File: config.mk
export PLATFORM = sky130hd
export DESIGN_NAME = integer_string_parser
export DESIGN_NICKNAME = d
export VERILOG_FILES = /design/src/isp_pkg.sv /design/src/integer_string_parser.sv /design/src/isp_fifo.sv /design/src/isp_front.sv /design/src/isp_back.sv
export VERILOG_INCLUDE_DIRS = /design/src /design/src/src
export SDC_FILE = /design/constraint.sdc
export NUM_CORES = 1
export LEC_CHECK = 0
export ABC_AREA = 0
export ABC_CLOCK_PERIOD_IN_PS = 8700
export BUFFER_PORTS_ARGS = -buffer_cell sky130_fd_sc_hd__buf_4
export CAP_MARGIN = 30
export CORE_ASPECT_RATIO = 1.1
export CORE_MARGIN = 2
export CORE_UTILIZATION = 37
export DETAILED_ROUTE_END_ITERATION = 8
export SLEW_MARGIN = 5
export SYNTH_ARGS = -nofsm -noshare
export SYNTH_HDL_FRONTEND = slang
export SYNTH_HIERARCHICAL = 1
export SYNTH_SLANG_ARGS = --single-unit
File: constraint.sdc
create_clock -name clk -period 8.7 [get_ports clk]
set_input_delay 0.87 -clock clk [delete_from_list [all_inputs] [get_ports clk]]
set_output_delay 0.87 -clock clk [all_outputs]
set_load 0.01 [all_outputs]
File: src/integer_string_parser_assert.svh
// Assertion macros used by the back end of the integer string parser RTL.
// Each macro expects clk and arst_n to be visible where it is used.
`ifndef INTEGER_STRING_PARSER_ASSERT_SVH
`define INTEGER_STRING_PARSER_ASSERT_SVH

// Same-cycle implication, checked outside reset.
`define ISP_ASSERT_IMPLY(lbl, ante, cons, msg) \
	lbl: assert property (@(posedge clk) disable iff (!arst_n) (ante) |-> (cons)) \
		else $error(msg);

// Next-cycle implication, checked outside reset.
`define ISP_ASSERT_NEXT(lbl, ante, cons, msg) \
	lbl: assert property (@(posedge clk) disable iff (!arst_n) (ante) |=> (cons)) \
		else $error(msg);

`endif

File: src/isp_pkg.sv
// Package for the integer string parser: item types, the classified
// command type and the parse phase encoding. No dependencies.
`timescale 1ns / 1ps

package isp_pkg;

	localparam int unsigned BASE_W   = 6;
	localparam int unsigned CHAR_W   = 8;
	localparam int unsigned DIGIT_W  = 6;
	localparam int unsigned VALUE_W  = 64;
	localparam int unsigned OFFSET_W = 12;

	localparam logic [BASE_W-1:0] BASE_AUTO = 6'd0;
	localparam logic [BASE_W-1:0] BASE_OCT  = 6'd8;
	localparam logic [BASE_W-1:0] BASE_DEC  = 6'd10;
	localparam logic [BASE_W-1:0] BASE_HEX  = 6'd16;

	typedef struct packed {
		logic              first_char;
		logic [BASE_W-1:0] number_base;
		logic [CHAR_W-1:0] char_code;
	} isp_in_t;

	typedef struct packed {
		logic signed [VALUE_W-1:0] parsed_value;
		logic                      digits_found;
		logic [OFFSET_W-1:0]       end_offset;
	} isp_out_t;

	// A character after classification by the front end.
	typedef struct packed {
		logic               first;
		logic [BASE_W-1:0]  base;
		logic               is_digit;
		logic [DIGIT_W-1:0] digit;
		logic               is_blank;
		logic               is_sign;
		logic               is_minus;
		logic               is_zero;
		logic               is_x;
	} isp_cls_t;

	typedef enum logic [2:0] {
		PH_IDLE,
		PH_SPACE,
		PH_SIGN,
		PH_ZERO,
		PH_DIGITS,
		PH_HEXX
	} isp_phase_t;

endpackage

File: src/integer_string_parser.sv
// Top level of the integer string parser: front end, command queue, back
// end and result queue. Depends on isp_pkg, isp_front, isp_fifo, isp_back.
`timescale 1ns / 1ps

// Streaming strtoll-style integer parser. Characters arrive one per input
// transfer; the first character of a string carries the radix (0 selects
// automatic detection of hex, octal or decimal, 2 to 36 are fixed). Leading
// blanks are skipped, an optional sign is taken, and a 0x prefix or a leading
// zero is honoured as in the C library. Parsing stops at the first character
// that is not a digit of the base, or at NUL, and that character yields one
// result transfer carrying the signed value (wrapping modulo two to the
// sixty-four), a digit-seen flag and the number of characters consumed. A
// string restarted before it ended is dropped silently, and characters sent
// while no string is open are ignored. The block sustains one character per
// clock cycle while the result queue has room: the rate is set by the back
// end, whose combinational multiply-accumulate (64 by 6 bits) feeds the
// accumulator register, updated once per character. A character accepted
// into the command queue is processed by the back end while the result queue
// has room, and its result is written into the result queue, from which the
// result ports show it until it is taken. Both sides are queues of two
// entries, so either side may stall for a while without holding up the other.
module integer_string_parser
	import isp_pkg::*;
#(
	parameter int unsigned POSITION_BITS = 12
) (
	input  logic     clk,
	input  logic     arst_n,
	input  logic     push,
	output logic     full,
	input  isp_in_t  item,
	input  logic     pop,
	output logic     empty,
	output isp_out_t result
);

	localparam int unsigned QUEUE_AW = 1;

	isp_cls_t cmd_wr;
	isp_cls_t cmd_rd;
	logic     cmd_push;
	logic     cmd_full;
	logic     cmd_pop;
	logic     cmd_empty;
	isp_out_t res_wr;
	logic     res_push;
	logic     res_full;

	isp_front u_front (
		.item   (item),
		.push   (push),
		.full   (full),
		.q_full (cmd_full),
		.q_push (cmd_push),
		.q_cmd  (cmd_wr)
	);

	isp_fifo #(
		.item_t (isp_cls_t),
		.AW     (QUEUE_AW)
	) u_cmd_q (
		.clk    (clk),
		.arst_n (arst_n),
		.push   (cmd_push),
		.wdata  (cmd_wr),
		.full   (cmd_full),
		.pop    (cmd_pop),
		.rdata  (cmd_rd),
		.empty  (cmd_empty)
	);

	isp_back #(
		.POSITION_BITS (POSITION_BITS)
	) u_back (
		.clk       (clk),
		.arst_n    (arst_n),
		.cmd       (cmd_rd),
		.cmd_empty (cmd_empty),
		.cmd_pop   (cmd_pop),
		.res_full  (res_full),
		.res_push  (res_push),
		.res       (res_wr)
	);

	isp_fifo #(
		.item_t (isp_out_t),
		.AW     (QUEUE_AW)
	) u_res_q (
		.clk    (clk),
		.arst_n (arst_n),
		.push   (res_push),
		.wdata  (res_wr),
		.full   (res_full),
		.pop    (pop),
		.rdata  (result),
		.empty  (empty)
	);

endmodule

File: src/isp_fifo.sv
// Small first-word-fall-through queue of registers, any packed item type.
// No package dependencies.
`timescale 1ns / 1ps

module isp_fifo #(
	parameter type         item_t = logic,
	parameter int unsigned AW     = 1
) (
	input  logic  clk,
	input  logic  arst_n,
	input  logic  push,
	input  item_t wdata,
	output logic  full,
	input  logic  pop,
	output item_t rdata,
	output logic  empty
);

	localparam int unsigned DEPTH = 1 << AW;

	item_t         mem_q [DEPTH];
	logic [AW-1:0] wr_q;
	logic [AW-1:0] rd_q;
	logic [AW:0]   count_q;
	logic          do_push;
	logic          do_pop;

	assign full    = (count_q == (AW+1)'(DEPTH));
	assign empty   = (count_q == '0);
	assign do_push = push & ~full;
	assign do_pop  = pop & ~empty;
	assign rdata   = mem_q[rd_q];

	always_ff @(posedge clk) begin
		if (do_push) begin
			mem_q[wr_q] <= wdata;
		end
	end

	always_ff @(posedge clk or negedge arst_n) begin
		if (!arst_n) begin
			wr_q    <= '0;
			rd_q    <= '0;
			count_q <= '0;
		end else begin
			if (do_push) begin
				wr_q <= wr_q + 1'b1;
			end
			if (do_pop) begin
				rd_q <= rd_q + 1'b1;
			end
			if (do_push && !do_pop) begin
				count_q <= count_q + 1'b1;
			end else if (do_pop && !do_push) begin
				count_q <= count_q - 1'b1;
			end
		end
	end

endmodule

File: src/isp_front.sv
// Front end of the integer string parser: takes input transfers and
// classifies each character. Depends on isp_pkg.
`timescale 1ns / 1ps

module isp_front
	import isp_pkg::*;
(
	input  isp_in_t  item,
	input  logic     push,
	output logic     full,
	input  logic     q_full,
	output logic     q_push,
	output isp_cls_t q_cmd
);

	logic [CHAR_W-1:0] c;

	assign c      = item.char_code;
	assign full   = q_full;
	assign q_push = push;

	always_comb begin
		q_cmd          = '0;
		q_cmd.first    = item.first_char;
		q_cmd.base     = item.number_base;
		q_cmd.is_blank = (c == 8'h20) || (c == 8'h09);
		q_cmd.is_sign  = (c == 8'h2B) || (c == 8'h2D);
		q_cmd.is_minus = (c == 8'h2D);
		q_cmd.is_zero  = (c == 8'h30);
		q_cmd.is_x     = (c == 8'h78) || (c == 8'h58);
		// Map '0'-'9', 'a'-'z' and 'A'-'Z' onto digit values 0 to 35.
		if (c >= 8'h30 && c <= 8'h39) begin
			q_cmd.is_digit = 1'b1;
			q_cmd.digit    = DIGIT_W'(c - 8'h30);
		end else if (c >= 8'h61 && c <= 8'h7A) begin
			q_cmd.is_digit = 1'b1;
			q_cmd.digit    = DIGIT_W'(c - 8'h57);
		end else if (c >= 8'h41 && c <= 8'h5A) begin
			q_cmd.is_digit = 1'b1;
			q_cmd.digit    = DIGIT_W'(c - 8'h37);
		end
	end

endmodule

File: src/isp_back.sv
// Back end of the integer string parser: the parse state machine with its
// accumulator and position counter. Depends on isp_pkg and the assert header.
`timescale 1ns / 1ps
`include "integer_string_parser_assert.svh"

module isp_back
	import isp_pkg::*;
#(
	parameter int unsigned POSITION_BITS = 12
) (
	input  logic     clk,
	input  logic     arst_n,
	input  isp_cls_t cmd,
	input  logic     cmd_empty,
	output logic     cmd_pop,
	input  logic     res_full,
	output logic     res_push,
	output isp_out_t res
);

	localparam logic [POSITION_BITS-1:0] POS_MAX = '1;

	isp_phase_t               phase_q;
	logic [VALUE_W-1:0]       acc_q;
	logic                     neg_q;
	logic                     any_q;
	logic [BASE_W-1:0]        base_q;
	logic [POSITION_BITS-1:0] pos_q;

	isp_phase_t               phase_d;
	logic [VALUE_W-1:0]       acc_d;
	logic                     neg_d;
	logic                     any_d;
	logic [BASE_W-1:0]        base_d;
	logic [POSITION_BITS-1:0] pos_d;

	logic                     emit;
	logic [1:0]               adv;
	logic [POSITION_BITS-1:0] room;
	logic                     done;

	assign cmd_pop  = ~cmd_empty & ~res_full;
	assign res_push = cmd_pop & emit;

	always_ff @(posedge clk or negedge arst_n) begin
		if (!arst_n) begin
			phase_q <= PH_IDLE;
			acc_q   <= '0;
			neg_q   <= 1'b0;
			any_q   <= 1'b0;
			base_q  <= BASE_DEC;
			pos_q   <= '0;
		end else if (cmd_pop) begin
			phase_q <= phase_d;
			acc_q   <= acc_d;
			neg_q   <= neg_d;
			any_q   <= any_d;
			base_q  <= base_d;
			pos_q   <= pos_d;
		end
	end

	always_comb begin
		phase_d = phase_q;
		acc_d   = acc_q;
		neg_d   = neg_q;
		any_d   = any_q;
		base_d  = base_q;
		pos_d   = pos_q;
		emit    = 1'b0;
		adv     = 2'd0;
		done    = 1'b0;
		res     = '0;
		room    = '0;

		if (cmd.first) begin
			phase_d = PH_SPACE;
			acc_d   = '0;
			neg_d   = 1'b0;
			any_d   = 1'b0;
			base_d  = cmd.base;
			pos_d   = '0;
		end

		if (phase_d == PH_IDLE) begin
			done = 1'b1;
		end

		if (!done && phase_d == PH_SPACE) begin
			if (cmd.is_blank) begin
				adv  = 2'd1;
				done = 1'b1;
			end else begin
				phase_d = PH_SIGN;
				if (cmd.is_sign) begin
					neg_d = cmd.is_minus;
					adv   = 2'd1;
					done  = 1'b1;
				end
			end
		end

		if (!done && phase_d == PH_SIGN) begin
			if (cmd.is_zero && (base_d == BASE_AUTO || base_d == BASE_HEX)) begin
				adv     = 2'd1;
				any_d   = 1'b1;
				phase_d = PH_ZERO;
				done    = 1'b1;
			end else begin
				if (base_d == BASE_AUTO) begin
					base_d = BASE_DEC;
				end
				phase_d = PH_DIGITS;
			end
		end

		if (!done && phase_d == PH_ZERO) begin
			if (cmd.is_x) begin
				base_d  = BASE_HEX;
				phase_d = PH_HEXX;
				done    = 1'b1;
			end else begin
				if (base_d == BASE_AUTO) begin
					base_d = BASE_OCT;
				end
				phase_d = PH_DIGITS;
			end
		end

		if (!done && phase_d == PH_DIGITS) begin
			done = 1'b1;
			if (cmd.is_digit && cmd.digit < base_d) begin
				acc_d = acc_d * VALUE_W'(base_d) + VALUE_W'(cmd.digit);
				any_d = 1'b1;
				adv   = 2'd1;
			end else begin
				emit             = 1'b1;
				res.parsed_value = neg_d ? -acc_d : acc_d;
				res.digits_found = any_d;
				res.end_offset   = any_d ? OFFSET_W'(pos_d) : '0;
				phase_d          = PH_IDLE;
			end
		end

		if (!done && phase_d == PH_HEXX) begin
			if (cmd.is_digit && cmd.digit < BASE_HEX) begin
				acc_d   = VALUE_W'(cmd.digit);
				any_d   = 1'b1;
				adv     = 2'd2;
				phase_d = PH_DIGITS;
			end else begin
				// A bare "0x" prefix: the zero counts, the 'x' does not.
				emit             = 1'b1;
				res.parsed_value = '0;
				res.digits_found = 1'b1;
				res.end_offset   = OFFSET_W'(pos_d);
				phase_d          = PH_IDLE;
			end
		end

		// Saturating advance of the position counter.
		if (adv != 2'd0) begin
			room = POS_MAX - pos_d;
			if (room < POSITION_BITS'(adv)) begin
				pos_d = POS_MAX;
			end else begin
				pos_d = pos_d + POSITION_BITS'(adv);
			end
		end
	end

	`ISP_ASSERT_NEXT(a_emit_idles, res_push, phase_q == PH_IDLE, "phase not idle after result")
	`ISP_ASSERT_IMPLY(a_nodigit_offset, res_push && !res.digits_found, res.end_offset == '0,
		"offset must be zero when no digit was found")
	`ISP_ASSERT_IMPLY(a_idle_silent, cmd_pop && phase_q == PH_IDLE && !cmd.first, !res_push,
		"result raised for a character outside any string")
	`ISP_ASSERT_IMPLY(a_hexx_base, phase_q == PH_HEXX, base_q == BASE_HEX,
		"hex prefix phase without base sixteen")
	`ISP_ASSERT_NEXT(a_pos_monotonic, cmd_pop && !cmd.first, pos_q >= $past(pos_q),
		"position counter went backwards within a string")

endmodule

======== Word-level counts from Yosys, hierarchy flattened ========
Memories as Yosys holds them, arrays and structs flattened.
Cells that the tools add are included.
storage, ports and cells
  memory bits (read-only) ................. 0
  memories kept ........................... 2
  register bits after elaboration ......... 95
  bits in latches ......................... 0
  word-level logic and storage cells ...... 176
  bits of input ports ..................... 19
  output and inout port bits .............. 79
  RAM bits ................................ 192
cells by class
  add/sub/neg operators ................... 15
  divide/modulo/power cells ............... 0
  $mul .................................... 1
  muxes and demuxes ....................... 76
  bitwise gates (word level) .............. 10
  reductions and logical operators ........ 36
  shifts and indexed selects .............. 0
  eq/ne operators ......................... 15
  order comparisons ....................... 9
memories
  memory         words  bits a word  rd ports  clocked after Yosys merged registers in  wr ports  line            text
  u_res_q.mem_q  2      77           1         0                                        1         isp_fifo.sv:21  item_t mem_q [DEPTH];
  u_cmd_q.mem_q  2      19           1         0                                        1         isp_fifo.sv:21
operator list
  operator                  number
  $mux W64                  6
  $mux W77                  4
  $add A64 B6 Y64           1
  $mul A64 B6 Y64           1
  $neg A64 Y64              1
  $mux W12                  4
  $mux W6                   7
  $eq A8 B6 Y1 const B      4
  $mux W1                   30
  $mux W3                   10
  $mux W2                   12
  $mux W7                   3
  $eq A8 B7 Y1 const B      2
  $ge A8 B7 Y1 const B      2
  $le A8 B7 Y1 const B      2
  $logic_and A1 B1 Y1       15
  $add A12 B2 Y12           1
  $logic_not A6 Y1          2
  $lt A12 B2 Y1             1
  $sub A12 B12 Y12 const A  1
  $sub A6 B6 Y6 const B     2
  $logic_not A1 Y1          9
  $eq A8 B4 Y1 const B      1
  $ge A8 B6 Y1 const B      1
  18 further kinds          40

======== Logic depth before layout (Yosys ltp) ========
Gate-level depths: netlist of the first run.
An unclocked memory read counts as a cell.
  word-level depth ........................ 27
  depth in mapped cells ................... 32
  depth with buffers taken out ............ 26

======== Modules after synthesis ========
Netlist of the first run, hierarchy kept.
by module, submodules not included
  module               area an instance (sq um)  times used  sequential area each (sq um)  cells an instance
  isp_back             17742.0                   1           2179.6                        2197
  isp_fifo at u_res_q  5833.1                    1           4724.5                        259
  isp_fifo at u_cmd_q  1566.5                    1           1241.2                        78
  isp_front            569.3                     1           0.0                           78

======== Least setup slack after synthesis of the first run ========
Ideal clock, no wire load.
  path type ............................... flip-flop to flip-flop
  from .................................... register u_cmd_q.rd_q
  to ...................................... memory u_res_q/mem_q[0][0] (netlist name), enable pin
  setup time .............................. 0.513 ns
  stages on the path, launching flop included .. 23
  slack ................................... 0.557 ns
  path buffers ............................ 6
  required time ........................... 8.187 ns
  data arrival time ....................... 7.630 ns
  period minus slack after synthesis ...... 8.143 ns
  cells stage by stage .................... dfrtp_1 -> buf_4 -> mux2_1 -> nor4_1 -> o221ai_2 -> a2111oi_2 -> buf_4 -> o21ba_2 -> buf_6 -> inv_1 -> clkbuf_1 -> buf_1 -> ha_1 -> a21o_1 -> a21o_1 -> a21oi_1 -> and4bb_2 -> nor2_1 -> nand2_1 -> clkbuf_1 -> a21oi_1 -> nand2_1 -> nor2_1
RTL lines
  element                   line            text
  start: declaration        isp_fifo.sv:23  logic [AW-1:0] rd_q;
  start signal: assignment  isp_fifo.sv:50  rd_q <= rd_q + 1'b1;
  end: declaration          isp_fifo.sv:21

==> summary.md, run 1 <==
| Metric | Value |
|---|---|
| FMAX | `0.1216 GHz` |
| Leakage dissipation | `12.66 nW` |
| Clk sinks | `287` |
| Ant. Diodes | `0` |
| Die W | `roughly 260 µm` |
| Crit start category | `flop` |
| Worst-path clk slew | `0.06 ns` |
| Worst-case vdd ir drop | `roughly 200 µV` |
| Max-cap violations | `0` |
| Worst setup endpoint | `u_back/acc_q[55]$_DFFE_PN0P_` |
| R2R depth | `24` |
| Drt wl/cell | `19.87 µm` |
| Final worst-path cycle share | `94.53%` |
| Core area | `68,870 µm²` |
| Seq cells post-synth | `287` |
| Final HPWL from detailed placement | `54,190 µm` |
| WP data required | `approximately 9.1 ns` |
| Worst R2R Setup Slack | `0.48 ns` |
| CP Data Arrival Time | `8.66 ns` |
| Status | `complete, no violations` |
| Sequential area share after synthesis | `31.68%` |
| TritonCTS clock tree | `done` |
| Initial Utilization | `37.33%` |
| Worst skew pair latency | `between 0.5 and 0.6 ns` |
| Number of global-route vias before repair | `20.89k` |
| Met3 WL | `4771 µm` |
| Worst r2r src | `u_cmd_q/rd_q$_DFFE_PN0P_` |
| Grt ovf | `0` |
| Wl on met1 | `31,830 µm` |
| Final Hold Fails | `0` |
| Synth warn | `6` |
| Largest net degree at the start of global routing | `67` |
| Syn Area/Cell | `between 9 and 10 µm²` |
| Depth of the CTS H-tree | `2` |
| Worst Skew | `between 0.02 and 0.03 ns` |
| Highest metal used | `met4` |
| Distinct cells, synth | `100` |
| Class of the worst hold path | `in -> async` |
| Post-synth EDFFs | `192` |
| Post-synthesis instance area | `25,710 µm²` |
| DR vias/cell | `5.591` |
| Pre-CTS setup slack | `0.02747 ns` |
| Peak fanout along the critical path | `15` |
| IO buf count | `slightly below 100` |
| 1st-iter DRT viols | `1,421` |
| Post-Synth XOR/XNOR Area | `4.156%` |
| Initial antenna violation count | `0` |
| Final setup viols | `0` |
| Fin crit period | `8.224 ns` |
| Slew Limit Fails | `0` |
| Clock Path Buffers | `3` |
| DRC viols | `0` |
| # nets final | `between 3k and 4k` |
| Final WS setup | `0.4757 ns` |
| Cts hold-fix bufs | `0` |
| Area grow syn2layout | `11.10%` |
| Synth Instances | `approximately 2.6k` |
| Synth Flop Type | `edfxtp_1` |
| Mux share of post-synthesis cell area | `5.085%` |
| Crit. End Element | `flop` |
| Worst-margin pin slew | `slightly below 1 ns` |
| Global-route wire length before repair | `~120,000 µm` |
| FF-to-FF End | `u_back/acc_q[55]$_DFFE_PN0P_` |
| Via count | `~20k` |
| Critical path class | `reg -> reg` |
| Slew headroom | `about a third` |
| Ys async rst share | `33.10%` |
| Fin Setup TNS | `0 ns` |
| RSZ-0062 raised after global routing | `false` |
| Synth Area in Simple Gates | `16.33%` |
| Gr usage total | `20.18%` |
| Placer Congestion | `0.8986` |
| Layout cells sized above 1 | `12.48%` |
| Remaining antenna violation count | `0` |
| Compound-Gate Fraction of Synth Area | `12.62%` |
| Synth Area in Adders | `25.97%` |
| Crit path from | `u_cmd_q/rd_q$_DFFE_PN0P_` |
| Die Y | `between 200 and 300 µm` |
| IO Count | `98` |
| First-pass detailed-route iteration total | `5` |
| FP Rows | `101` |
| Largest family of logic cells by synthesized area | `adder cells` |
| CTS Buf Count | `34` |
| CTS root buffer | `clkbuf_16` |
| PwrDens | `roughly 230 nW/µm²` |
| Syn Nets | `around 3.0k` |
| Die ar. | `between 70,000 and 80,000 µm²` |
| Met2 wire length | `around 33,000 µm` |
| Routed WL | `a little over 70,000 µm` |
worst max-delay path, cell delays in order (launching register included):
cell,delay (ns)
dfrtp_2,0.51
mux2_1,0.49
or4b_1,0.59
o211ai_2,0.29
a2111oi_2,0.13
buf_4,0.22
nor2_2,0.35
inv_2,0.24
buf_4,0.25
nor2_1,0.18
fa_1,0.45
fa_1,0.53
fa_1,0.52
ha_1,0.31
ha_1,0.43
nand2_1,0.12
a211o_1,0.27
a21oi_1,0.21
o21a_1,0.27
a22oi_1,0.15
nor4_2,0.35
a41oi_1,0.30
o2111a_1,0.32
or3_1,0.34
a32o_1,0.26
through the flow:
step / utilization (%) / total power [W] / cell area (µm²) / instances / hold slack (ns)
after floorplan: - / 0.003911 / 25710 / 2612 / 0.4422
after global placement: 39.79 / 0.005061 / 27400 / 3535 / 0.4625
after detailed placement: 39.79 / 0.005097 / 27400 / 3535 / 0.4627
after CTS: 41.43 / 0.006591 / 28530 / 3596 / 0.4251
after global routing: 41.48 / 0.006932 / 28570 / 3596 / 0.4554
final: 41.48 / 0.006588 / 28570 / 3596 / 0.4077
worst min-delay path by stage:
stage	endpoint	start	depth (start not counted)	slack, ns
after floorplan	u_back/acc_q[57]$_DFFE_PN0P_	u_back/acc_q[57]$_DFFE_PN0P_	2	0.44
after global placement	u_back/acc_q[46]$_DFFE_PN0P_	u_back/acc_q[46]$_DFFE_PN0P_	2	0.46
after detailed placement	u_back/acc_q[46]$_DFFE_PN0P_	u_back/acc_q[46]$_DFFE_PN0P_	2	0.46
after CTS	u_back/phase_q[2]$_DFFE_PN0P_	arst_n	1	0.43
after global routing	u_back/phase_q[2]$_DFFE_PN0P_	arst_n	1	0.46
final	u_back/phase_q[2]$_DFFE_PN0P_	arst_n	1	0.41
Yosys cell counts (all sizes together), types with 7 or more instances:
| library cell | n | area, µm² |
|---|---|---|
| inv | 101 | 379.1 |
| ha | 148 | 1852 |
| nand3 | 31 | 155.2 |
| nand4 | 28 | 175.2 |
| mux2i | 14 | 140.1 |
| clkbuf | 94 | 352.8 |
| o22ai | 7 | 43.79 |
| or3 | 10 | 63.81 |
| mux2 | 97 | 1167 |
| xor2 | 58 | 508.0 |
| o21ai | 146 | 742.0 |
| a22o | 9 | 78.83 |
| nor2b | 29 | 181.4 |
| nor3b | 13 | 107.6 |
| o21a | 17 | 127.6 |
| a21oi | 130 | 661.9 |
| a21o | 47 | 354.1 |
| xnor2 | 64 | 560.5 |
| nor4 | 14 | 87.58 |
| and3 | 14 | 87.58 |
| a31oi | 28 | 181.4 |
| and2 | 11 | 68.82 |
| edfxtp | 192 | 5766 |
| a211o | 7 | 61.31 |
| fa | 241 | 4825 |
| buf | 57 | 330.3 |
| nor2 | 483 | 1816 |
| dfrtp | 93 | 2327 |
| nor3 | 33 | 170.2 |
| o21bai | 16 | 120.1 |
| o31ai | 17 | 132.6 |
| a211oi | 11 | 82.58 |
| nand2b | 21 | 131.4 |
| nand2 | 226 | 850.8 |
metal layers:
| layer | vias up | GRT usage, % |
|---|---|---|
| met4 | 0 | 6.033 |
| met5 | - | 0 |
| met1 | 10118 | 27.54 |
| met3 | 137 | 3.794 |
| met2 | 717 | 32.59 |
| li1 | 9135 | - |
sequential cells by signal, indices dropped and copies added (netlist names):
register	count
u_back/base_q	6
u_res_q/rd_q	1
u_res_q/mem_q	154
u_res_q/count_q	2
u_res_q/wr_q	1
u_back/phase_q	3
u_back/pos_q	12
u_cmd_q/count_q	2
u_cmd_q/wr_q	1
u_back/any_q	1
u_cmd_q/rd_q	1
u_back/acc_q	64
u_cmd_q/mem_q	38
u_back/neg_q	1
cells by family (layout without fill, tap and decap cells):
logic type	count (synthesis)	count (layout)
flip-flops	287	287
multiplexers	111	111
adder cells (fa/ha/maj)	389	389
AO/OA/AOI/OAI	503	503
AND/OR/NAND/NOR	946	946
buffers and inverters	254	311
XOR/XNOR	122	122
cell usage in the layout, fill, tap and decap left out, types with 9 or more instances in the layout:
master	instances
nand4_1	28
nor2b_1	29
ha_1	148
inv_1	97
o21ai_0	137
a31oi_1	27
o31ai_1	15
dfrtp_1	91
a21oi_1	129
nand2_1	223
edfxtp_1	192
nor2_1	480
o21bai_1	16
nor3b_1	11
nand3_1	31
a22o_1	9
xnor2_1	64
fa_1	241
and2_1	11
nor3_1	32
mux2_2	59
o21a_1	17
mux2_1	18
xor2_1	58
clkbuf_16	35
and3_1	13
a211oi_1	10
mux2i_1	14
buf_4	141
a21o_1	46
nand2b_1	21
nor4_1	12
mux2_4	20
or3_1	9
what timing repair did:
action	in CTS	in global routing
resized for setup	1	9
endpoints found under the setup margin	1	13
buffers inserted	0	0
layout make-up:
cell class | instances | area (µm²)
fill | 6580 | 40310
multi-input combinational | 2071 | 16570
sequential | 287 | 8150
timing repair buffer | 147 | 1179
tap | 927 | 1160
clock buffer | 42 | 912.1
inverter | 103 | 389.1
clock inverter | 19 | 210.2
power breakdown:
part	internal [W]	total, W	switching [W]
Sequential	0.00174	0.00189	0.000146
Clock	0.000847	0.00146	0.000614
Combinational	0.00107	0.00324	0.00217
Total	0.00366	0.00659	0.00293
No activity file was read; power rests on OpenSTA's default activity.
==> inputs of run 2 (changes only) <==
==> constraint.sdc (replaced) <==
create_clock -name clk -period 8.7 [get_ports clk]
set_input_delay 0 -clock clk [delete_from_list [all_inputs] [get_ports clk]]
set_output_delay 0 -clock clk [all_outputs]
set_load 0.01 [all_outputs]
==> run 2 against run 1 <==
Effect of this change:
- core utilization is 0.26 points higher
- count of clock-buffer cells in the layout stayed put
- first-iteration DRC count is 8.1% higher
- clock power hardly changed
- routed wire length hardly changed
- critical path depth stayed put
- total power hardly changed
- largest power group unchanged
==> summary.md, run 2 (synthesis gave the netlist of run 1 again) <==
| Metric | Value |
|---|---|
| # nets final | `3,070 (+0.59%)` |
| Final setup viols | `0 (unchanged)` |
| Global-route wire length before repair | `116,500 µm (+0.25%)` |
| DRC viols | `0 (unchanged)` |
| Most frequent cells in the layout | `nor2_1, fa_1, nand2_1, edfxtp_1, ha_1` |
| Largest net degree at the start of global routing | `67 (unchanged)` |
| Final HPWL from detailed placement | `54,190 µm (unchanged)` |
| Setup Fix Bufs, Post-CTS | `0 (unchanged)` |
| Layout cells sized above 1 | `12.39% (-0.084 points)` |
| Final WS setup | `0.4846 ns (+0.008895 ns)` |
| Biggest register | `u_res_q/mem_q` |
| Sw Ratio | `44.40% (about the same)` |
| Worst-case vdd ir drop | `200.9 µV (about the same)` |
| Max incr delay on CP | `0.59 ns (about the same)` |
| Die Y | `280.5 µm (unchanged)` |
| Max-cap violations | `0 (unchanged)` |
| Net Sw Power | `0.002927 W (about the same)` |
| Commonest non-fill, non-tap cell in the layout | `nor2_1` |
| FP Rows | `101 (unchanged)` |
| Worst Skew | `0.02464 ns (-0.002115 ns)` |
| CTS Buf Count | `34 (unchanged)` |
| 1st-iter DRT viols | `1,536 (+8.1%)` |
| Initial Utilization | `37.33% (unchanged)` |
| Depth of the CTS H-tree | `2 (unchanged)` |
| Worst path slowest cell | `or4b_1` |
| Final worst-path cycle share | `94.43% (-0.10 points)` |
| Via count | `20.17k (+0.31%)` |
| TritonCTS clock tree | `done` |
| Seq pwr share | `28.6% (about the same)` |
| Remaining antenna violation count | `0 (unchanged)` |
| Slew Limit Fails | `0 (unchanged)` |
| Gr usage total | `20.22% (+0.044 points)` |
| Die W | `255.3 µm (unchanged)` |
| Largest registers | `u_res_q/mem_q: 154 flops, u_back/acc_q: 64 flops, u_cmd_q/mem_q: 38 flops` |
| Routed WL | `71,530 µm (about the same)` |
| Fin Setup TNS | `0 ns (unchanged)` |
| Grt ovf | `0 (unchanged)` |
| PwrDens | `229.3 nW/µm² (-0.56%)` |
| Drt wl/cell | `19.79 µm (-0.40%)` |
| Core area | `68,870 µm² (unchanged)` |
| Ant. Diodes | `0 (unchanged)` |
| WP data required | `9.14 ns (about the same)` |
| Crit-path cells | `mux2_1, or4b_1, o211ai_2, a2111oi_2, buf_4, nor2_2, inv_2, buf_4, nor2_1, fa_1, fa_1, fa_1, ha_1, ha_1, nand2_1, a211o_1, a21oi_1, o21a_1, a22oi_1, nor4_2, a41oi_1, o2111a_1, or3_1, a32o_1` |
| Pre-CTS setup slack | `0.02747 ns (unchanged)` |
| FMAX | `0.1217 GHz (+0.11%)` |
| Leakage dissipation | `12.74 nW (+0.60%)` |
| Crit start category | `flop` |
| IO buf count | `97 (unchanged)` |
| Final Hold Fails | `0 (unchanged)` |
| Gate power share | `49.2% (about the same)` |
| Filler Cell Count | `6,568 (-0.18%)` |
| Area grow syn2layout | `11.81%` |
| First-pass detailed-route iteration total | `6 (+1)` |
| CP Data Arrival Time | `8.65 ns (about the same)` |
| Peak fanout along the critical path | `15 (unchanged)` |
| Clk sinks | `287 (unchanged)` |
| DR vias/cell | `5.581 (-0.19%)` |
| Clk pwr share | `22.2% (about the same)` |
| Most frequent CP cell | `fa_1` |
| Critical path class | `reg -> reg` |
| RSZ-0062 raised after global routing | `false` |
| Worst skew pair latency | `0.56 ns (about the same)` |
| IO Count | `98 (unchanged)` |
| Crit. End Element | `flop` |
| Slew headroom | `31.59% (-2.2 points)` |
| Initial antenna violation count | `0 (unchanged)` |
| Max reg flops | `154 (unchanged)` |
| Class of the worst hold path | `in -> async` |
| Number of global-route vias before repair | `20.96k (+0.35%)` |
| CTS root buffer | `clkbuf_16` |
| Worst-path clk slew | `0.06 ns (about the same)` |
| Worst-margin pin slew | `1.021 ns (+0.03346 ns)` |
| Placer Congestion | `0.8986 (unchanged)` |
| Die ar. | `71,620 µm² (unchanged)` |
| Clock Path Buffers | `3 (unchanged)` |
| Status | `complete, no violations` |
| Fin crit period | `8.215 ns (-0.008895 ns)` |
| P_int | `0.003665 W (+0.14%)` |
[run 2: layout make-up]
type | count | area, µm² | area share, %
repair buffers | 165 | 1359 | 4.727
clock buffers | 42 | 912.1 | 3.173
inverters | 103 | 389.1 | 1.354
flip-flops and latches | 287 | 8150 | 28.35
clock inverters | 19 | 210.2 | 0.7312
multi-input cells | 2071 | 16570 | 57.63
well taps | 927 | 1160 | 4.035
[run 2: worst max-delay path, delay by kind of cell (launching register included)]
kind            cells  cell delay [ns]
compound gates      9             2.21
fa+ha+maj           5             2.24
buf+inv             3             0.71
flops               1             0.51
mux                 1             0.50
simple gates        6             1.93
[run 2: path summary, 6_finish.rpt]
check / cells past startpoint / from / slack (ns) / to
max reg2reg: 24 / u_cmd_q/rd_q$_DFFE_PN0P_ / 0.48 / u_back/acc_q[55]$_DFFE_PN0P_
min: 2 / arst_n / 0.08 / u_back/phase_q[2]$_DFFE_PN0P_
max in group asynchronous: 3 / arst_n / 7.35 / u_back/acc_q[15]$_DFFE_PN0P_
min in group clk: 4 / item[4] / 0.08 / u_cmd_q/mem_q[0][9]$_DFFE_PP_
max: 24 / u_cmd_q/rd_q$_DFFE_PN0P_ / 0.48 / u_back/acc_q[55]$_DFFE_PN0P_
min reg2reg: 2 / u_back/acc_q[46]$_DFFE_PN0P_ / 0.48 / u_back/acc_q[46]$_DFFE_PN0P_
[run 2: per-stage QoR]
| step | area (µm²) | utilization, % | hold WS (ns) | instances | power, W |
|---|---|---|---|---|---|
| after floorplan | 25710 | - | -0.2956 | 2612 | 0.003911 |
| after global placement | 27400 | 39.79 | 0.1594 | 3535 | 0.005061 |
| after detailed placement | 27400 | 39.79 | 0.1561 | 3535 | 0.005097 |
| after CTS | 28710 | 41.69 | 0.05370 | 3614 | 0.006598 |
| after global routing | 28750 | 41.74 | 0.09196 | 3614 | 0.006939 |
| final | 28750 | 41.74 | 0.07630 | 3614 | 0.006592 |
[run 2: routing by layer]
metal | part of all wire (%) | vias up | global-route usage [%]
li1 | - | 9174 | -
met1 | 44 | 10091 | 27.61
met3 | 6.9 | 140 | 3.794
met5 | 0 | - | 0
met4 | 2.6 | 0 | 6.033
met2 | 46 | 764 | 32.66
[run 2: power by group through the flow]
| stage | Combinational [W] | Clock (W) | Sequential [W] |
|---|---|---|---|
| after CTS | 0.00322 | 0.00150 | 0.00188 |
| after global routing | 0.00348 | 0.00155 | 0.00191 |
| after floorplan | 0.00206 | 0 | 0.00185 |
| final | 0.00325 | 0.00146 | 0.00189 |
| after global placement | 0.00316 | 0 | 0.00190 |
| after detailed placement | 0.00319 | 0 | 0.00191 |
[run 2: timing repair]
item	CTS	global route
resized for setup	1	9
pin swaps	0	0
endpoints found under the setup margin	1	13
endpoints found under the hold margin	86	0
hold buffers	18	0
==> inputs of run 3 (changes only) <==
--- a/config.mk
+++ b/config.mk
@@ -7,15 +7,15 @@
 export NUM_CORES = 1
 export LEC_CHECK = 0
 export ABC_AREA = 0
-export ABC_CLOCK_PERIOD_IN_PS = 8700
+export ABC_CLOCK_PERIOD_IN_PS = 10100
 export BUFFER_PORTS_ARGS = -buffer_cell sky130_fd_sc_hd__buf_4
 export CAP_MARGIN = 30
 export CORE_ASPECT_RATIO = 1.1
 export CORE_MARGIN = 2
 export CORE_UTILIZATION = 37
 export DETAILED_ROUTE_END_ITERATION = 8
+export RECOVER_POWER = 100
 export SLEW_MARGIN = 5
 export SYNTH_ARGS = -nofsm -noshare
 export SYNTH_HDL_FRONTEND = slang
-export SYNTH_HIERARCHICAL = 1
 export SYNTH_SLANG_ARGS = --single-unit
==> constraint.sdc (replaced) <==
create_clock -name clk -period 10.1 [get_ports clk]
set_input_delay 0 -clock clk [delete_from_list [all_inputs] [get_ports clk]]
set_output_delay 0 -clock clk [all_outputs]
set_load 0.01 [all_outputs]
==> run 3 against run 2 <==
Effect of this change:
- the flow now finishes with violations (max-capacitance violations, max-slew violations)
- global-route usage increased by 0.10 points
- routed wire length decreased by 0.63%
- critical path depth unchanged
==> summary.md, run 3 <==
| Metric | Value |
|---|---|
| Status | `finished, violations left` |
| Failing checks | `max-capacitance violations, max-slew violations` |
| Leakage dissipation | `12.16 nW (-4.5%)` |
| First-pass detailed-route iteration total | `8 (+2)` |
| RSZ-0062 raised after global routing | `false` |
| Met3 WL | `4256 µm (-13%)` |
| Worst skew pair latency | `0.61 ns (+0.05 ns)` |
| Global-route wire length before repair | `115,300 µm (-1.1%)` |
| Number of global-route vias before repair | `20.92k (-0.20%)` |
| Drt wl/cell | `19.66 µm (-0.66%)` |
| Core area | `67,940 µm² (-1.4%)` |
| Met2 wire length | `34,130 µm (+3.3%)` |
| Final setup viols | `0 (unchanged)` |
| Biggest register | `u_res_q.mem_q` |
| Most frequent cells in the layout | `nor2_1, nand2_1, fa_1, edfxtp_1, o21ai_0` |
| Setup Fix Bufs, Post-CTS | `0 (unchanged)` |
| Synth Flop Type | `edfxtp_1` |
| Final Hold Fails | `0 (unchanged)` |
| Distinct cells, synth | `85 (-15%)` |
| Placer Congestion | `0.9033 (+0.52%)` |
| DR vias/cell | `5.555 (-0.45%)` |
| Peak fanout along the critical path | `28 (+13)` |
| Synth area leader | `edfxtp_1` |
| CTS Buf Count | `31 (-8.8%)` |
| Die Y | `279.1 µm (-0.48%)` |
| Worst-margin pin slew | `3.566 ns (+2.546 ns)` |
| Cts hold-fix bufs | `23 (+5)` |
| Initial antenna violation count | `0 (unchanged)` |
| Crit. End Element | `flop` |
| Worst Skew | `0.03845 ns (+0.01381 ns)` |
| Non-filler cells, final | `3,615 (+0.028%)` |
| Worst-case vdd ir drop | `157.1 µV (-22%)` |
| DRC viols | `0 (unchanged)` |
| Worst-path clk slew | `0.07 ns (about the same)` |
| Post-cts sizing count | `0 (-1)` |
| Max reg flops | `154 (unchanged)` |
| Sequential area share after synthesis | `31.99% (+0.31 points)` |
| Final core occ | `41.27% (-0.47 points)` |
| Die ar. | `70,930 µm² (-0.96%)` |
| IO buf count | `97 (unchanged)` |
| Ant. Diodes | `0 (unchanged)` |
| Class of the worst hold path | `in -> reg` |
| Top cells by count, synth | `nor2_1, nand2_1, fa_1` |
| Layout cells sized above 1 | `7.416% (-5.0 points)` |
| PwrDens | `202.0 nW/µm² (-12%)` |
| Final HPWL from detailed placement | `53,370 µm (-1.5%)` |
| FP Rows | `100 (-0.99%)` |
| Post-synth EDFFs | `192 (unchanged)` |
| Critical path class | `reg -> reg` |
| Max-cap violations | `7 (+7)` |
| 1st-iter DRT viols | `1,653 (+7.6%)` |
| Syn Area/Cell | `9.699 µm² (-1.5%)` |
| Synth Instances | `2,625 (+0.50%)` |
| WP data required | `10.48 ns (+1.34 ns)` |
| DP Cell Count | `3,535 (unchanged)` |
| Die W | `254.1 µm (-0.48%)` |
| Fin Hold WS | `0.1513 ns (+0.07502 ns)` |
| Wl on met1 | `30,500 µm (-3.8%)` |
| Slew Limit Fails | `376 (+376)` |
| Largest registers | `u_res_q.mem_q: 154 flops, u_back.acc_q: 64 flops, u_cmd_q.mem_q: 38 flops` |
| Highest metal used | `met4` |
| Via count | `20.08k (-0.43%)` |
| TritonCTS clock tree | `done` |
| Largest net degree at the start of global routing | `74 (+10%)` |
| Clk sinks | `287 (unchanged)` |
| Remaining antenna violation count | `0 (unchanged)` |
| Post-synthesis instance area | `25,460 µm² (-0.97%)` |
| Slew headroom | `-137.8% (-170 points)` |
| Clock Path Buffers | `3 (unchanged)` |
| Top-count cell post-synth | `nor2_1` |
| Depth of the CTS H-tree | `1 (-1)` |
| Synth top area share | `22.64% (+0.22 points)` |
| Synth warn | `0 (-6)` |
| Post-DP Area | `27,100 µm² (-1.1%)` |
| Finished Cell Area | `28,040 µm² (-2.5%)` |
| # nets final | `3,084 (+0.46%)` |
| Area grow syn2layout | `10.13%` |
| FMAX | `0.1097 GHz (-9.9%)` |
| Seq cells post-synth | `287 (unchanged)` |
| CP Data Arrival Time | `9.50 ns (+0.85 ns)` |
| Grt ovf | `0 (unchanged)` |
| Top cells by area, synth | `edfxtp_1, fa_1, dfrtp_1` |
| Ys async rst share | `33.10% (unchanged)` |
| Final worst-path cycle share | `90.27% (-4.2 points)` |
| Commonest non-fill, non-tap cell in the layout | `nor2_1` |
| Syn Nets | `3,035 (+0.50%)` |
| Crit start category | `flop` |
| Fin Setup TNS | `0 ns (unchanged)` |
| Initial Utilization | `37.48% (+0.14 points)` |
| IO Count | `98 (unchanged)` |
| Gr usage total | `20.33% (+0.10 points)` |
| CTS root buffer | `clkbuf_16` |
| Fin crit period | `9.117 ns (+0.9017 ns)` |
| Routed WL | `71,080 µm (-0.63%)` |
## run 3: cell count changes after synthesis, sizes merged, moves of 13 or more
cell	before	now
o21ai	146	192
nand2	226	247
and2	11	29
a21o	47	30
buf	57	40
a21oi	130	115
a22oi	2	15
inv	101	88
## run 3: area by class of cell
cell class,count,area [µm²]
clock buffers,38,822.0
clock inverters,18,221.5
fillers,6691,39900
inverters,88,330.3
multi-input cells,2113,16480
flip-flops and latches,287,8145
well taps,918,1149
repair buffers,153,895.9
## run 3: layer usage
layer,vias up,track usage [%]
met5,-,0
met3,113,2.778
met1,10078,27.10
met4,0,6.486
met2,655,34.11
li1,9237,-
## run 3: path summary, 6_finish.rpt
path                       depth (start not counted)  slack, ns                    startpoint                        endpoint
hold / removal                                     2       0.15                      item[11]  u_cmd_q.mem_q[0][15]$_DFFE_PP_
setup reg to reg                                  24       0.98      u_cmd_q.rd_q$_DFFE_PN0P_    u_back.acc_q[44]$_DFFE_PN0P_
hold reg to reg                                    2       0.50  u_back.base_q[1]$_DFFE_PN1P_    u_back.base_q[1]$_DFFE_PN1P_
min in group asynchronous                          3       0.59                        arst_n    u_back.acc_q[16]$_DFFE_PN0P_
max in group asynchronous                          4       5.81                        arst_n    u_back.acc_q[27]$_DFFE_PN0P_
setup / recovery                                  24       0.98      u_cmd_q.rd_q$_DFFE_PN0P_    u_back.acc_q[44]$_DFFE_PN0P_
## run 3: report_power, final
group / total, W / switching (W) / internal (W) / leakage [nW]
logic: 0.00272 / 0.00191 / 0.000807 / 8.56
registers: 0.00177 / 0.000145 / 0.00162 / 3.08
clock network: 0.00118 / 0.000493 / 0.000683 / 0.515
total: 0.00566 / 0.00255 / 0.00311 / 12.2
## run 3: logic make-up (layout without fill, tap and decap cells)
family | after synthesis | count (layout) | share of synthesized area, %
XOR/XNOR | 108 | 108 | 3.823
multiplexers | 112 | 112 | 4.831
AO/OA/AOI/OAI | 524 | 524 | 12.86
flip-flops | 287 | 287 | 31.99
adder cells (fa/ha/maj) | 391 | 391 | 26.32
AND/OR/NAND/NOR | 978 | 978 | 16.71
buffers and inverters | 225 | 297 | 3.469
## run 3: worst max-delay path, stage by stage (launching register included)
cell       delay, ns
dfrtp_1         0.71
mux2i_1         0.67
nand4_1         0.47
and2_0          0.53
inv_1           0.88
nor2_1          0.17
fa_1            0.58
inv_1           0.05
fa_1            0.48
inv_1           0.06
fa_1            0.53
inv_1           0.06
fa_1            0.52
inv_1           0.04
ha_1            0.34
a2111oi_0       0.43
nor3_1          0.20
a21o_1          0.24
a2111oi_0       0.34
clkbuf_1        0.24
o21ai_0         0.25
o31ai_1         0.57
o21ai_0         0.24
xnor2_1         0.16
o21ai_0         0.09
## run 3: per-stage QoR
stage	power (W)	worst slack [ns]
floorplan	0.003548	2.613
global placement	0.004551	1.733
detailed placement	0.004594	1.584
CTS	0.005802	1.525
global route	0.006013	0.4900
finish	0.005663	0.9828
